File: src/hdl/edfvd_pkg.sv
// edfvd_pkg: types and constants shared by the edf-vd job scheduler
// no dependencies; imported by every module of the scheduler but edfvd_ram

package edfvd_pkg;

	localparam int unsigned SCALE_W  = 17;
	localparam logic [SCALE_W-1:0] Q16_ONE = 17'h10000;

	localparam logic KIND_RELEASE = 1'b0;
	localparam logic KIND_TICK    = 1'b1;

	typedef struct packed {
		logic        kind;
		logic [5:0]  task_id;
		logic [11:0] job_tag;
		logic [15:0] relative_deadline;
		logic        high_crit;
		logic [15:0] exec_ticks;
	} in_item_t;

	typedef struct packed {
		logic        release_ok;
		logic        table_full;
		logic        run_valid;
		logic [5:0]  run_task;
		logic [11:0] run_job;
		logic        switched;
		logic        finished;
		logic [31:0] time_now;
	} out_item_t;

	// one job table entry, held in the slot memory
	typedef struct packed {
		logic [5:0]  task_id;
		logic [11:0] job_tag;
		logic [31:0] deadline;
		logic [15:0] remaining;
	} slot_entry_t;

	typedef enum logic [2:0] {
		ST_IDLE,
		ST_SCALE,
		ST_FIND,
		ST_SCAN,
		ST_COMMIT
	} state_t;

	typedef struct packed {
		logic load;
		logic mul_en;
		logic find_step;
		logic scan_step;
		logic commit;
	} ctl_cmd_t;

	typedef struct packed {
		logic in_tick;
		logic in_exec_zero;
		logic find_hit;
		logic find_last;
		logic scan_done;
		logic out_free;
	} ctl_sts_t;

endpackage

File: src/hdl/edfvd_ram.sv
// edfvd_ram: generic single write port memory with registered read
// no package dependencies

module edfvd_ram #(
	parameter int unsigned WIDTH = 66,
	parameter int unsigned DEPTH = 16
) (
	input  logic                     clk,
	input  logic                     we,
	input  logic [$clog2(DEPTH)-1:0] waddr,
	input  logic [WIDTH-1:0]         wdata,
	input  logic                     re,
	input  logic [$clog2(DEPTH)-1:0] raddr,
	output logic [WIDTH-1:0]         rdata
);

	logic [WIDTH-1:0] mem_q [DEPTH];

	always_ff @(posedge clk) begin
		if (we) begin
			mem_q[waddr] <= wdata;
		end
		if (re) begin
			rdata <= mem_q[raddr];
		end
	end

endmodule

File: src/hdl/edfvd_ctrl.sv
// edfvd_ctrl: sequencing state machine of the scheduler
// depends on edfvd_pkg (state, command and status types)

module edfvd_ctrl
	import edfvd_pkg::*;
(
	input  logic     clk,
	input  logic     arst_n,
	input  logic     in_valid,
	output logic     in_ready,
	input  ctl_sts_t sts,
	output ctl_cmd_t cmd
);

	state_t state_q, state_d;

	always_ff @(posedge clk or negedge arst_n) begin
		if (!arst_n) begin
			state_q <= ST_IDLE;
		end else begin
			state_q <= state_d;
		end
	end

	always_comb begin
		state_d = state_q;
		unique case (state_q)
			ST_IDLE: begin
				if (in_valid) begin
					priority if (sts.in_tick) begin
						state_d = ST_SCAN;
					end else if (sts.in_exec_zero) begin
						state_d = ST_COMMIT;
					end else begin
						state_d = ST_SCALE;
					end
				end
			end
			ST_SCALE: state_d = ST_FIND;
			ST_FIND: begin
				if (sts.find_hit || sts.find_last) begin
					state_d = ST_COMMIT;
				end
			end
			ST_SCAN: begin
				if (sts.scan_done) begin
					state_d = ST_COMMIT;
				end
			end
			ST_COMMIT: begin
				if (sts.out_free) begin
					state_d = ST_IDLE;
				end
			end
			default: state_d = ST_IDLE;
		endcase
	end

	always_comb begin
		cmd      = '0;
		in_ready = 1'b0;
		unique case (state_q)
			ST_IDLE: begin
				in_ready = 1'b1;
				cmd.load = in_valid;
			end
			ST_SCALE:  cmd.mul_en    = 1'b1;
			ST_FIND:   cmd.find_step = 1'b1;
			ST_SCAN:   cmd.scan_step = 1'b1;
			ST_COMMIT: cmd.commit    = sts.out_free;
			default: ;
		endcase
	end

endmodule

File: src/hdl/edfvd_dp.sv
// edfvd_dp: job table, slot scan, deadline scaling and result register
// depends on edfvd_pkg and edfvd_ram

module edfvd_dp
	import edfvd_pkg::*;
#(
	parameter int unsigned SLOTS = 16
) (
	input  logic               clk,
	input  logic               arst_n,
	input  logic               cfg_valid,
	input  logic [SCALE_W-1:0] cfg_data,
	input  in_item_t           in_data,
	output logic               out_valid,
	input  logic               out_ready,
	output out_item_t          out_data,
	input  ctl_cmd_t           cmd,
	output ctl_sts_t           sts
);

	localparam int unsigned IW    = $clog2(SLOTS);
	localparam int unsigned CNT_W = IW + 1;
	localparam int unsigned ENT_W = $bits(slot_entry_t);

	logic [SCALE_W-1:0] scale_x_q;
	in_item_t           item_q;
	logic [15:0]        eff_q;
	logic [SLOTS-1:0]   valid_q;
	logic [31:0]        time_q;
	logic [IW-1:0]      last_slot_q;
	logic               last_valid_q;
	logic [CNT_W-1:0]   cnt_q;
	logic [IW-1:0]      free_idx_q;
	logic               free_found_q;
	logic               pend_s1;
	logic [IW-1:0]      idx_s1;
	logic               best_found_q;
	logic [IW-1:0]      best_idx_q;
	slot_entry_t        best_q;
	logic               out_valid_q;
	out_item_t          out_q;

	logic [SCALE_W-1:0] x_clamp;
	logic [32:0]        prod;
	logic [IW-1:0]      cnt_idx;
	logic               cnt_end;
	logic               ram_we;
	logic [IW-1:0]      ram_waddr;
	slot_entry_t        ram_wentry;
	logic               ram_re;
	logic [ENT_W-1:0]   ram_rdata;
	slot_entry_t        rd_entry;
	logic               take_s1;
	logic [15:0]        rem_dec;
	logic               rel_store;
	out_item_t          res;

	assign cnt_idx  = cnt_q[IW-1:0];
	assign cnt_end  = (cnt_q == CNT_W'(SLOTS));
	assign rd_entry = slot_entry_t'(ram_rdata);

	// clamp x to 1.0, one 16 x 17 multiply registered before use
	assign x_clamp = (scale_x_q > Q16_ONE) ? Q16_ONE : scale_x_q;
	assign prod    = {17'd0, item_q.relative_deadline} * {16'd0, x_clamp};

	assign rem_dec   = best_q.remaining - 16'd1;
	assign rel_store = (item_q.exec_ticks != 16'd0) && free_found_q;

	// candidate replaces the best only on a strictly earlier deadline
	assign take_s1 = pend_s1 && valid_q[idx_s1] &&
		(!best_found_q || (rd_entry.deadline < best_q.deadline));

	assign ram_re = cmd.scan_step && !cnt_end;

	always_comb begin
		ram_we     = 1'b0;
		ram_waddr  = best_idx_q;
		ram_wentry = best_q;
		if (cmd.commit) begin
			if (item_q.kind == KIND_TICK) begin
				ram_we               = best_found_q && (rem_dec != 16'd0);
				ram_wentry.remaining = rem_dec;
			end else begin
				ram_we               = rel_store;
				ram_waddr            = free_idx_q;
				ram_wentry.task_id   = item_q.task_id;
				ram_wentry.job_tag   = item_q.job_tag;
				ram_wentry.deadline  = time_q + {16'd0, eff_q};
				ram_wentry.remaining = item_q.exec_ticks;
			end
		end
	end

	always_comb begin
		res = '0;
		if (item_q.kind == KIND_TICK) begin
			res.time_now = time_q + 32'd1;
			if (best_found_q) begin
				res.run_valid = 1'b1;
				res.run_task  = best_q.task_id;
				res.run_job   = best_q.job_tag;
				res.switched  = !last_valid_q || (last_slot_q != best_idx_q);
				res.finished  = (rem_dec == 16'd0);
			end
		end else begin
			res.time_now   = time_q;
			res.release_ok = (item_q.exec_ticks == 16'd0) || free_found_q;
			res.table_full = (item_q.exec_ticks != 16'd0) && !free_found_q;
		end
	end

	edfvd_ram #(
		.WIDTH(ENT_W),
		.DEPTH(SLOTS)
	) u_slot_ram (
		.clk  (clk),
		.we   (ram_we),
		.waddr(ram_waddr),
		.wdata(ENT_W'(ram_wentry)),
		.re   (ram_re),
		.raddr(cnt_idx),
		.rdata(ram_rdata)
	);

	always_ff @(posedge clk or negedge arst_n) begin
		if (!arst_n) begin
			scale_x_q    <= Q16_ONE;
			valid_q      <= '0;
			time_q       <= '0;
			last_slot_q  <= '0;
			last_valid_q <= 1'b0;
			cnt_q        <= '0;
			free_found_q <= 1'b0;
			pend_s1      <= 1'b0;
			best_found_q <= 1'b0;
			out_valid_q  <= 1'b0;
		end else begin
			if (cfg_valid) begin
				scale_x_q <= cfg_data;
			end
			if (cmd.load) begin
				cnt_q        <= '0;
				free_found_q <= 1'b0;
				pend_s1      <= 1'b0;
				best_found_q <= 1'b0;
			end
			if (cmd.find_step) begin
				if (!valid_q[cnt_idx]) begin
					free_found_q <= 1'b1;
				end else begin
					cnt_q <= cnt_q + CNT_W'(1);
				end
			end
			if (cmd.scan_step) begin
				pend_s1 <= !cnt_end;
				if (!cnt_end) begin
					cnt_q <= cnt_q + CNT_W'(1);
				end
				if (take_s1) begin
					best_found_q <= 1'b1;
				end
			end
			if (cmd.commit) begin
				out_valid_q <= 1'b1;
				if (item_q.kind == KIND_TICK) begin
					time_q <= time_q + 32'd1;
					if (best_found_q) begin
						last_slot_q <= best_idx_q;
						if (rem_dec == 16'd0) begin
							valid_q[best_idx_q] <= 1'b0;
							last_valid_q        <= 1'b0;
						end else begin
							last_valid_q <= 1'b1;
						end
					end
				end else if (rel_store) begin
					valid_q[free_idx_q] <= 1'b1;
				end
			end else if (out_ready) begin
				out_valid_q <= 1'b0;
			end
		end
	end

	// payload registers
	always_ff @(posedge clk) begin
		if (cmd.load) begin
			item_q <= in_data;
		end
		if (cmd.mul_en) begin
			eff_q <= item_q.high_crit ? prod[31:16] : item_q.relative_deadline;
		end
		if (cmd.find_step) begin
			free_idx_q <= cnt_idx;
		end
		if (cmd.scan_step) begin
			idx_s1 <= cnt_idx;
			if (take_s1) begin
				best_idx_q <= idx_s1;
				best_q     <= rd_entry;
			end
		end
		if (cmd.commit) begin
			out_q <= res;
		end
	end

	assign sts.in_tick      = (in_data.kind == KIND_TICK);
	assign sts.in_exec_zero = (in_data.exec_ticks == 16'd0);
	assign sts.find_hit     = !valid_q[cnt_idx];
	assign sts.find_last    = (cnt_q == CNT_W'(SLOTS - 1));
	assign sts.scan_done    = cnt_end && !pend_s1;
	assign sts.out_free     = !out_valid_q || out_ready;

	assign out_valid = out_valid_q;
	assign out_data  = out_q;

endmodule

File: src/hdl/edf_vd_job_scheduler_unit.sv
// edf_vd_job_scheduler_unit: top level of the edf-vd job scheduler
// depends on edfvd_pkg, edfvd_ctrl, edfvd_dp (and edfvd_ram below it)

// channel   direction  handshake              payload
// cfg       in         cfg_valid / cfg_ready  cfg_data, scale_x in q16
// in        in         in_valid / in_ready    in_data, in_item_t
// out       out        out_valid / out_ready  out_data, out_item_t
//
// one item is worked on at a time; the slot memory (one read port) sets the pace
// tick: scan of every slot, then a drain of the registered read and the last compare,
//   then the commit
// release: scale, free slot search, commit; a release with zero execution time
//   goes straight from idle to commit
// reset clears the table valid bits, time and last-run state; no clearing pass
// a result waiting in the output register does not block the next input transfer;
//   only the commit of the following item waits for out_ready

module edf_vd_job_scheduler_unit
	import edfvd_pkg::*;
#(
	parameter int unsigned SLOTS = 16
) (
	input  logic               clk,
	input  logic               arst_n,
	// configuration write channel
	input  logic               cfg_valid,
	output logic               cfg_ready,
	input  logic [SCALE_W-1:0] cfg_data,
	// input items
	input  logic               in_valid,
	output logic               in_ready,
	input  in_item_t           in_data,
	// result items
	output logic               out_valid,
	input  logic               out_ready,
	output out_item_t          out_data
);

	ctl_cmd_t cmd;
	ctl_sts_t sts;

	// register writes must only arrive while idle; the block does not enforce this, and the port always takes them
	assign cfg_ready = 1'b1;

	// sequencing: idle, scale, find free slot, scan for earliest deadline, commit
	edfvd_ctrl u_ctrl (
		.clk     (clk),
		.arst_n  (arst_n),
		.in_valid(in_valid),
		.in_ready(in_ready),
		.sts     (sts),
		.cmd     (cmd)
	);

	// job table, time base, scan registers and the output register
	edfvd_dp #(
		.SLOTS(SLOTS)
	) u_dp (
		.clk      (clk),
		.arst_n   (arst_n),
		.cfg_valid(cfg_valid),
		.cfg_data (cfg_data),
		.in_data  (in_data),
		.out_valid(out_valid),
		.out_ready(out_ready),
		.out_data (out_data),
		.cmd      (cmd),
		.sts      (sts)
	);

endmodule
File: config.mk
export PLATFORM = sky130hd
export DESIGN_NAME = edf_vd_job_scheduler_unit
export DESIGN_NICKNAME = d
export VERILOG_FILES = /design/src/hdl/edfvd_pkg.sv /design/src/hdl/edfvd_ram.sv /design/src/hdl/edfvd_ctrl.sv /design/src/hdl/edfvd_dp.sv /design/src/hdl/edf_vd_job_scheduler_unit.sv
export SDC_FILE = /design/constraint.sdc
export NUM_CORES = 2
export LEC_CHECK = 0
export BUFFER_PORTS_ARGS = -buffer_cell sky130_fd_sc_hd__buf_2
export CORE_UTILIZATION = 40
export CTS_CLUSTER_DIAMETER = 200
export DETAILED_ROUTE_END_ITERATION = 10
export HOLD_SLACK_MARGIN = 0.03
export SYNTH_ARGS = -nofsm -noshare
export SYNTH_HDL_FRONTEND = slang
export SYNTH_HIERARCHICAL = 1
export SYNTH_SLANG_ARGS = --single-unit
File: constraint.sdc
create_clock -name clk -period 13.6 [get_ports clk]
set_input_delay 1.36 -clock clk [delete_from_list [all_inputs] [get_ports clk]]
set_output_delay 1.36 -clock clk [all_outputs]
set_load 0.02 [all_outputs]
# Yosys cells after proc, flatten, opt, wreduce, memory -nomap -nowiden
# Memories as Yosys holds them, arrays and structs flattened. A register that Yosys moved wholly into a read port is not among the register bits.
# Cells that the tools add are included.
totals:
  romBits: 0
  n_memories: 1
  ff_bits: 283
  latch_bits: 0
  mem_bits_rw: 1056
  output_inout_bits: 58
memory_table:
  columns: ["memory", "words", "word_bits", "rd", "rd_ports_with_merged_regs", "wr", "line", "source"]
  rows:
  - ["u_dp.u_slot_ram.mem_q", 16, 66, 1, 1, 1, "edfvd_ram.sv:17", "logic [WIDTH-1:0] mem_q [DEPTH];"]
classes:
  n_addsub: 4
  n_lt_le_gt_ge: 8
  reduce_logical: 35
  n_shift: 0
  mux: 54
  eq_ne: 13
  mul: 1
  n_div: 0
  bitwise_logic: 3
ops:
  columns: ["operator", "n"]
  rows:
  - ["16-bit two-way mux", 6]
  - ["66-bit two-way mux", 1]
  - ["50-bit two-way mux", 1]
  - ["16-bit zero test", 3]
  - ["32-bit by 1-bit adder with 32-bit output (second input constant)", 1]
  - ["32-bit by 16-bit adder with 32-bit output", 1]
  - ["32-bit less-than comparator", 1]
  - ["16-bit by 17-bit multiplier with 32-bit output", 1]
  - ["32-bit two-way mux", 1]
  - ["16-bit nonzero test", 2]
  - ["1-bit two-way mux", 25]
  - ["5-bit two-way mux", 5]
  - ["21-bit two-way mux", 1]
  - ["4-bit by 5-bit less-than comparator with 1-bit output (second input constant)", 4]
  - ["3-bit two-way mux", 6]
  - ["17-bit > comparator (second input constant)", 1]
  - ["17-bit two-way mux", 1]
  - ["16-bit AND", 1]
  - ["16-bit inverter", 1]
  - ["16-bit OR", 1]
  - ["16-bit by 1-bit subtractor with 16-bit output (second input constant)", 1]
  - ["3-bit one-hot mux with 5 select lines", 1]
  - ["1-bit logical AND", 9]
  - ["1-bit binary-select mux with 4-bit select", 2]
  - ["19 further kinds", 41]

# Longest topological paths before layout
depth:
  ltp_word: 9
  mapped_depth: 25
  depth_no_buf: 25

# Modules after synthesis
# The synthesis kept the hierarchy.
modules_own_cells:
  columns: ["module", "cells_each", "area_per_inst_um2", "instances"]
  rows:
  - ["edfvd_ram", 1698, 41461.0, 1]
  - ["edfvd_dp", 2098, 22200.0, 1]
  - ["edfvd_ctrl", 25, 232.7, 1]
  - ["edf_vd_job_scheduler_unit", 2, 11.3, 1]

# Worst setup path after synthesis
# OpenSTA, ideal clock, no wires.
synth_path:
  path_type: "input port to flip-flop"
  startpoint: "input port out_ready"
  endpoint: "memory u_dp.u_slot_ram.mem_q[0][0] (enable)"
  setup_time_ns: 0.571
  t_arrival_ns: 9.059
  path_stages: 9
  slack_ns: 3.970
  required_ns: 13.029
  path_buffers: 3
  cell_sequence: "nand2b_1 > and3_1 > clkbuf_1 > nand2b_1 > clkbuf_1 > clkbuf_1 > mux2_2 > or3b_2 > nor3_1"
synth_rtl:
  columns: ["element", "line", "source"]
  rows:
  - ["start: declaration", "edf_vd_job_scheduler_unit.sv:35", "input logic out_ready,"]
  - ["end: declaration", "edfvd_ram.sv:17", null]

# Worst setup path in the final report
layout_path:
  startpoint: "register u_dp.scale_x_q[16]"
  endpoint: "register u_dp.eff_q[12], data pin"
layout_between:
  elab_chain_len: 4
layout_rtl:
  columns: ["element", "line", "source"]
  rows:
  - ["start: declaration", "edfvd_dp.sv:25", "logic [SCALE_W-1:0] scale_x_q;"]
  - ["start signal: assignment", "edfvd_dp.sv:139", "scale_x_q <= cfg_data;"]
  - ["17-bit > comparator", "edfvd_dp.sv:63", "assign x_clamp = (scale_x_q > Q16_ONE) ? Q16_ONE : scale_x_q;"]
  - ["17-bit two-way mux *", "edfvd_dp.sv:63", null]
  - ["16-bit by 17-bit multiplier with 32-bit output *", "edfvd_dp.sv:64", "assign prod = {17'd0, item_q.relative_deadline} * {16'd0, x_clamp};"]
  - ["16-bit two-way mux *", "edfvd_dp.sv:191", "eff_q <= item_q.high_crit ? prod[31:16] : item_q.relative_deadline;"]
  - ["end signal: assignment", "edfvd_dp.sv:191", null]
  - ["end: declaration", "edfvd_dp.sv:27", "logic [15:0] eff_q;"]
# Mark *: on every way between the ends. The rest lies on a longest branch, timed or not.
# A chain may end at the register's enable or synchronous reset.

==> metrics <==
share of layout cells above drive strength 1 19.7%; WL/cell 24.7 um; first-pass GRT wire length 230 mm; Die Wd 402 um; Bufs and invs on worst path 6; Startpoint Class flip-flop; Fin. Hold Viols 0; worst min path class flip-flop to flip-flop; leak pwr 25.4 nW; post-synthesis sequential area ratio 65.4%; antenna-violating nets left 0; number of DRC markers in iteration 0 3,167; # Max-Cap Violations 0; kind of cell adding the most delay to the critical path adder cells; synth warn 6; Clock Pin Slew Worst Setup and Hold Paths 0.06 ns; CP arrival 8.56 ns; Post-CTS Setup Bufs 0; clock sinks 1,405; cell row count 146; TNS Setup 0 ns; Synth area leader edfxtp_1; DR vias 34,100; CTS max path bufs 3; CP peak stage delay 0.92 ns; largest family of logic cells by synthesized area multiplexers; Max-slew headroom 11.1%; largest cells by area after synthesis edfxtp_1 62%, mux4_2 9.7%, fa_1 6.5%, dfrtp_1 3.2%, ha_1 3.0%; CTS tree built; DR vias/cell 5.49; post-route cell area 0.0722 mm2; IO Port Bufs 130; cell count after synthesis 3,823; IO Count 132; CP max-delay cell dfstp_2; Post-DP Area 0.0673 mm2; Tcrit/Tclk final 59.3%; Post-synth EDFFs 1,323; XOR/XNOR Fraction of Synth Area 1.56%; Synth-to-Final Area Change 12.9%; Unique masters post-synth 79; multiplexer share of the synthesized area 10.7%; CP Class flip-flop to flip-flop; nature of the critical path endpoint flip-flop; Num CTS Buffers 149; Synth Flop Type edfxtp_1; unrepaired setup endpoints after global routing false; drt pass-1 iters 5; Die ar. 0.161 mm2; Post-Synth Adder-Cell Area 9.44%; Worst VDD drop 0.311 mV; hpwl dp 86.8 mm; post-cts sizing count 0; status complete, no violations; crit path time final 8.06 ns; critical-path cell list inv_1 > a41oi_1 > nor2b_2 > buf_4 > and2_1 > fa_1 > inv_1 > fa_1 > fa_1 > fa_1 > inv_1 > fa_1 > inv_1 > fa_1 > inv_1 > ha_1 > and3_1 > nand3_2 > or4_1 > o32a_2 > a311oi_4 > a41oi_1 > xnor2_1 > mux2_2; total power 14.7 mW; Mapped Area 0.0639 mm2; clock skew 0.0528 ns; asr flop ratio synth 5.84%; post-synthesis simple-gate area fraction 5.62%; Power Dens Cells 204 mW/mm2; Die Y 402 um; final core area utilization 45.5%; Setup WS post-layout 5.54 ns; core region area 0.159 mm2; CTS H-Tree Depth 4; Avg Inst Size Synth 16.7 um2; fmax 0.124 GHz; syn_nets 4,255; CTS Hold Bufs 0; root buf cell clkbuf_16; commonest non-fill, non-tap cell in the layout edfxtp_1; Slew Limit Fails 0; final net count 4,453; vias in the first global route 35,600; global route total overflow 0; DRC 0; GRT Overall Usage 19.2%; Clk Latency, worst-skew pair 0.79 ns; Crit path required time 14.11 ns; largest net degree at the start of global routing 109; Slew @ Worst Pin 1.33 ns; final WL 153 mm; Initial Util 40.3%; antenna violations before repair 9; top-area cell type share of the netlist area 62.2%; DP Worst Slack 5.46 ns; Final setup viols 0; post-synthesis compound-gate area fraction 4.14%; CP max FO 30; GPL Wtd Cong 0.823; synthesized flop and latch total 1,405; most frequent cells in the layout 1,323 x edfxtp_1, 317 x nand2_1, 312 x inv_1; CP most frequent cell fa_1
==> power by group <==
group | internal (mW) | switching (mW) | total (mW)
logic | 2.28 | 3.07 | 5.35
registers | 5.16 | 0.206 | 5.36
clock network | 2.27 | 1.72 | 3.99
total | 9.71 | 4.99 | 14.7
==> state kept, by name (all words and copies together) (netlist names), 16 cells and up <==
register / flops
u_dp/time_q: 32
u_dp/best_q: 66
u_dp/item_q: 52
u_dp/out_data: 55
u_dp/eff_q: 16
u_dp/u_slot_ram/mem_q: 1056
u_dp/valid_q: 16
u_dp/scale_x_q: 17
u_dp/u_slot_ram/rdata: 66
==> per-stage QoR <==
step / cells / hold slack, ns
2_1_floorplan: 3823 / 0.400
3_3_place_gp: 5942 / 0.402
3_5_place_dp: 5942 / 0.405
4_1_cts: 6215 / 0.389
5_1_grt: 6215 / 0.393
6_report: 6216 / 0.393
==> cell usage after synthesis, types with 6 or more instances <==
cell type and number:
o31ai_1 7, mux2_2 54, nand2_1 317, nor2b_1 28, buf_2 12, mux4_2 274, buf_4 19, buf_1 25
buf_6 8, a211oi_1 6, and2_1 135, nor4_1 16, nor2_1 69, nand2b_1 12, a21o_1 23, a31oi_1 11
a21oi_1 62, edfxtp_1 1323, nor3_1 26, dfrtp_1 81, nand4_1 17, o21ai_0 70, mux2i_1 8, a22oi_1 132
inv_1 313, fa_1 207, xor2_1 36, o22ai_1 14, ha_1 151, and3_1 35, clkbuf_1 114, nand3_1 41
xnor2_1 78
==> layout make-up <==
cell class,instances,area (um2)
Clock buffer,187,3930
Sequential cell,1405,41800
Timing Repair Buffer,225,1390
Clock inverter,86,962
Fill cell,13700,86400
Antenna cell,1,2.50
Inverter,313,1180
Tap cell,2072,2590
Multi-Input combinational cell,1927,20300
==> cells by family (layout without fill, tap and decap cells) <==
kind of cell	Yosys count	after routing
compound gates	386	386
xor+xnor	114	114
fa+ha+maj	358	358
buf+inv	491	811
flops	1405	1405
mux	336	336
other cells	1	2
simple gates	732	732
==> path summary, 6_finish.rpt <==
path                                           start                 to  slack, ns  depth (start not counted)
max reg2reg                       u_dp/scale_x_q[16]     u_dp/eff_q[12]       5.54                         24
min                        u_dp/u_slot_ram/rdata[15]    u_dp/best_q[15]       0.39                          0
max in group asynchronous                     arst_n      u_dp/cnt_q[1]      11.75                          2
min reg2reg                u_dp/u_slot_ram/rdata[15]    u_dp/best_q[15]       0.39                          0
max                               u_dp/scale_x_q[16]     u_dp/eff_q[12]       5.54                         24
min in group asynchronous                     arst_n  u_dp/scale_x_q[3]       0.50                          1
==> per-layer routing <==
| layer | vias to the layer above | track usage (%) | share of wire (%) |
|---|---|---|---|
| met5 | - | 0 | 0.0085 |
| met4 | 2 | 5.10 | 2.1 |
| met3 | 191 | 3.06 | 6.2 |
| met2 | 1055 | 31.4 | 48 |
| met1 | 18100 | 26.8 | 43 |
| li1 | 14800 | - | - |
Power figures use the tool's default switching activity.
